==> config.mk <==
export PLATFORM = sky130hd
export DESIGN_NAME = sbca_store
export DESIGN_NICKNAME = d
export VERILOG_FILES = /design/src/hdl/sbca_pkg.sv /design/src/hdl/sbca_store.sv
export SDC_FILE = /design/constraint.sdc
export NUM_CORES = 2
export LEC_CHECK = 0
export ABC_AREA = 1
export CORE_ASPECT_RATIO = 1.25
export CORE_UTILIZATION = 30
export CTS_BUF_LIST = sky130_fd_sc_hd__clkbuf_4 sky130_fd_sc_hd__clkbuf_8
export DETAILED_ROUTE_END_ITERATION = 6
export DONT_BUFFER_PORTS = 1
export PLACE_DENSITY = 0.42
export SETUP_SLACK_MARGIN = 0.4
export SYNTH_ARGS = -nofsm -noshare
export SYNTH_HDL_FRONTEND = slang
export SYNTH_MEMORY_MAX_BITS = 65536
export SYNTH_SLANG_ARGS = --single-unit
==> constraint.sdc <==
create_clock -name clk -period 1.9 [get_ports clk]
set_input_delay 0.19 -clock clk [delete_from_list [all_inputs] [get_ports clk]]
set_output_delay 0.19 -clock clk [all_outputs]
set_load 0.005 [all_outputs]
==> src/hdl/sbca_pkg.sv <==
// shared types and constants for the soft bit combining accumulator
`default_nettype none

package sbca_pkg;

	localparam int KEY_BITS      = 288;
	localparam int BITS_PER_PART = 72;

	// two accumulators share one memory row, one valid bit per row
	localparam int ENTRIES_PER_ROW = 2;
	localparam int ROWS            = KEY_BITS / ENTRIES_PER_ROW;
	localparam int ROW_W           = $clog2(ROWS);

	localparam int ACC_W    = 16;
	localparam int ROW_DW   = ACC_W * ENTRIES_PER_ROW;
	localparam int POS_W    = 9;
	localparam int CMP_W    = 14;
	localparam int WEIGHT_W = 5;
	localparam int SHIFT_W  = 3;
	localparam int METRIC_W = 8;
	localparam int MAG_W    = METRIC_W + WEIGHT_W;
	localparam int PROD_W   = MAG_W + 1;

	localparam logic [WEIGHT_W-1:0] WEIGHT_NO_ERR_RST  = WEIGHT_W'(16);
	localparam logic [WEIGHT_W-1:0] WEIGHT_ONE_ERR_RST = WEIGHT_W'(4);
	localparam logic [WEIGHT_W-1:0] WEIGHT_TWO_ERR_RST = WEIGHT_W'(1);
	localparam logic [SHIFT_W-1:0]  LEAK_SHIFT_RST     = SHIFT_W'(3);

	typedef enum logic [1:0] {
		REG_WEIGHT_NO_ERR  = 2'd0,
		REG_WEIGHT_ONE_ERR = 2'd1,
		REG_WEIGHT_TWO_ERR = 2'd2,
		REG_LEAK_SHIFT     = 2'd3
	} reg_idx_t;

	typedef enum logic [3:0] {
		ERRS_NONE = 4'd0,
		ERRS_ONE  = 4'd1,
		ERRS_TWO  = 4'd2
	} errs_code_t;

	typedef logic signed [ACC_W-1:0] acc_t;
	typedef logic [ROW_DW-1:0]       row_data_t;
	typedef logic [ROW_W-1:0]        row_idx_t;

	typedef struct packed {
		logic [1:0]          part;
		logic [6:0]          bit_in_part;
		logic                hard_bit;
		logic [METRIC_W-1:0] soft_metric;
		logic [3:0]          error_count;
		logic                carrier_lock;
	} in_t;

	typedef struct packed {
		logic [POS_W-1:0]        bit_position;
		logic                    hard_decision;
		logic signed [ACC_W-1:0] accumulated;
		logic                    cleared;
	} out_t;

	// row write or whole-store clear, committed on a pipeline advance
	typedef struct packed {
		logic      en;
		logic      clr;
		row_idx_t  row;
		row_data_t data;
	} store_wr_t;

endpackage

`default_nettype wire

==> src/hdl/sbca_store.sv <==
// accumulator row memory with per-row valid bits for clearing all rows at once
`default_nettype none

module sbca_store
	import sbca_pkg::*;
(
	input  wire logic      clk,
	input  wire logic      arst_n,
	input  wire logic      adv,
	input  wire row_idx_t  rd_row,
	input  wire store_wr_t wr,
	output row_data_t      rd_data,
	output logic           rd_valid
);

	row_data_t        mem [ROWS];
	logic [ROWS-1:0]  row_valid_q;

	// read returns the contents before a same-edge write
	always_ff @(posedge clk) begin
		if (adv && wr.en) begin
			mem[wr.row] <= wr.data;
		end
		if (adv) begin
			rd_data <= mem[rd_row];
		end
	end

	always_ff @(posedge clk or negedge arst_n) begin
		if (!arst_n) begin
			row_valid_q <= '0;
			rd_valid    <= 1'b0;
		end else if (adv) begin
			rd_valid <= row_valid_q[rd_row];
			if (wr.clr) begin
				row_valid_q <= '0;
			end else if (wr.en) begin
				row_valid_q[wr.row] <= 1'b1;
			end
		end
	end

endmodule

`default_nettype wire

==> key figures <==
Pwr
  – PD cells: 946 mW/mm^2
  – Final Power: 223 mW
  – Peak supply drop: 0.000831 V
  – P_leak: 78.5 nW

Floorplan
  – I/O pins: 86
  – Die height: 891 um
  – Die X: 713 um
  – Die Area: 0.635 sq mm
  – Initial Util: 0.301
  – Core Region: 0.630 sq mm
  – Site Rows: 326

Timing
  – Slew Limit Fails: 198
  – Hold slack: -1450 ps
  – RSZ-0062 raised after global routing: true
  – Normalized max-slew margin: -0.452
  – Fmax: 399 MHz
  – Tcrit/Tclk final: 1.32
  – Worst-margin pin slew: 2180 ps
  – Worst setup margin: -605 ps
  – Layout Skew: 94.9 ps
  – Number of setup violations in the final report: 886
  – Tmin final: 2500 ps
  – Final hold violation count: 180

Hold path
  – Worst Hold Class: in -> async

Route
  – 1st-pass router iterations: 5
  – DRT antenna net count: 0
  – Post-route DRC: 0
  – DR WL/cell: 29.4 um
  – Via count: 130000
  – Drt total wl: 741000 um
  – Initial DRC count: 12500
  – Via density: 5.15

Final layout
  – Fill count: 61000
  – Nets: 16300
  – Share of cells above drive strength 1: 0.198
  – Syn-to-layout area delta: 24.4%
  – Register area: 0.143 sq mm
  – Multi-input logic area: 0.0458 sq mm

Placement
  – Pre-CTS worst setup slack: -3680 ps
  – Hpwl dp: 409000 um
  – Port Buffer Count: 0
  – Placer Congestion: 0.831

Worst setup path
  – Critical Path AT: 2310 ps
  – Worst endpoint required time: 1710 ps
  – R2r endpoint: rd_data[2]
  – Critical Path Start Type: flop
  – WS Path Type: reg -> out
  – R2r worst-path depth: 10
  – Crit Path Max Fanout: 1
  – Reg2Reg Setup Slack: -140 ps
  – Crit. End Element: output pin
  – R2r startpoint: mem[46][2]

Synthesis
  – Mapped Avg Cell Area: 12.7 sq um
  – Top post-synthesis cells by area: edfxtp_1 (74%), nor2_1 (6.3%), o21ai_0 (4.6%)
  – Unique masters post-synth: 24
  – Cells after Synth: 14900
  – Syn_nets: 15000
  – EDFF count, synth: 4640
  – Post-synthesis sequential area ratio: 0.755
  – Main synth FF type: edfxtp_1
  – Synth top area share: 0.735
  – Dominant cell type by area after synthesis: edfxtp_1
  – Ys Warns: 0
  – Flops & latches, synth: 4785
  – Cell Area, Synth: 0.189 sq mm
  – Async set-reset flop share out of synthesis: 0.0303

Global route
  – GRT Total Usage: 0.225
  – Remaining Overflow, GRT: 0
  – Vias in the first global route: 128000
  – First-pass GRT wire length: 1020000 um
  – Largest net degree at the start of global routing: 299
  – Initial antenna violation count: 53

Clock tree
  – CTS max path bufs: 4
  – Clk pin slew, worst setup/hold paths: 60 ps
  – CTS tree: yes
  – CTS buffer count: 756
  – CTS H-tree depth: 6
  – Clock Latency Late Sink: 1360 ps
  – Root buffer cell: clkbuf_8
  – Sink Count: 4785

Status
  – Failing checks: negative hold slack, max-slew violations, negative setup slack
  – Status: finished with violations

Flow run
  – MaxCap Viol Count: 0
-- area by class of cell --
type,count,area share
multi-input combinational,8976,0.194
inverter,130,0.00239
timing repair buffer,1561,0.0896
clock inverter,300,0.00758
clock buffer,1071,0.0549
tap,8364,0.0444
antenna,35,0.000372
sequential,4785,0.607
-- placed cells by master, fill, tap and decap left out, drive strengths merged --
cell          count
nand2          1315
o21a              4
nor2           3193
dfrtp           145
nor3             16
o221ai          102
dlymetal6s4s     11
clkinv          256
inv             144
clkinvlp         17
buf            1406
diode            35
nand3           991
a31oi             5
a21boi            1
nor4              1
o211ai          514
o22ai           478
o21ai          2225
bufbuf           15
bufinv           13
dlygate4sd3     110
edfxtp         4640
clkbuf         1090
a21oi           131
-- how the worst max path moves through the flow --
stage | from | to | slack [ps] | cells after the start
floorplan | wr[37] | mem[46][0] | -200 | 4
global placement | rd_row[0] | rd_data[13] | -3690 | 16
detailed placement | rd_row[0] | rd_data[13] | -3680 | 16
CTS | rd_data[13] | rd_data[13] | -690 | 1
global route | rd_data[13] | rd_data[13] | -610 | 1
finish | rd_data[8] | rd_data[8] | -600 | 0
-- synth_stat cells (all sizes together) (4+ instances only) --
master and instances:
edfxtp 4640, nor2 3193, o21ai 2225, nand2 1315, nand3 991, clkbuf 635
o211ai 514, o22ai 478, buf 423, dfrtp 145, a21oi 131, inv 118
o221ai 102, nor3 16, clkinv 12, a31oi 5, o21a 4
-- sequential cells by signal, indices dropped and copies added, names as in the netlist --
register,flops
rd_valid,1
row_valid_q,144
rd_data,32
mem,4608
-- what timing repair did --
action                                   CTS  global route
endpoints found under the setup margin    66          3869
setup buffers                              5            15
hold buffers                             175            16
pin swaps                                200           184
gates resized for setup                  689           173
gates cloned                              20            15
endpoints found under the hold margin   9570          2014
-- layer usage --
layer / share of wire / global-route usage / vias up
met5: 0.00017 / 0 / -
met2: 0.49 / 0.382 / 4094
met1: 0.42 / 0.296 / 67500
met3: 0.055 / 0.0293 / 958
li1: - / - / 57500
met4: 0.036 / 0.0747 / 20
-- cells by family after synthesis --
family | after synthesis | synth area share
AND/OR/NAND/NOR | 5516 | 0.116
flip-flops | 4785 | 0.755
AO/OA/AOI/OAI | 3460 | 0.103
buffers and inverters | 1188 | 0.0261
-- worst reg2reg max path: cells and delay by family, from the launching register on --
family           cells  cell delay [ps]
AO/OA/AOI/OAI        2              280
flip-flops           1              350
AND/OR/NAND/NOR      8             1190
-- stage by stage --
step	hold slack (ps)	util	cells	TNS (ps)	area, sq um
after floorplan	-106	-	14900	-377270	191000
after global placement	-101	0.339	23600	-126760	213000
after detailed placement	-100	0.339	23600	-134690	213000
after CTS	-1630	0.372	25100	-434340	234000
after global routing	-1530	0.374	25200	-88290	236000
final	-1450	0.374	25200	-117040	236000
-- power breakdown --
group	internal, mW	switching (mW)	total [mW]
registers	116	0.239	116
logic	5.76	12.7	18.4
clock network	45.6	42.8	88.4
No activity file was read; power rests on OpenSTA's default activity.
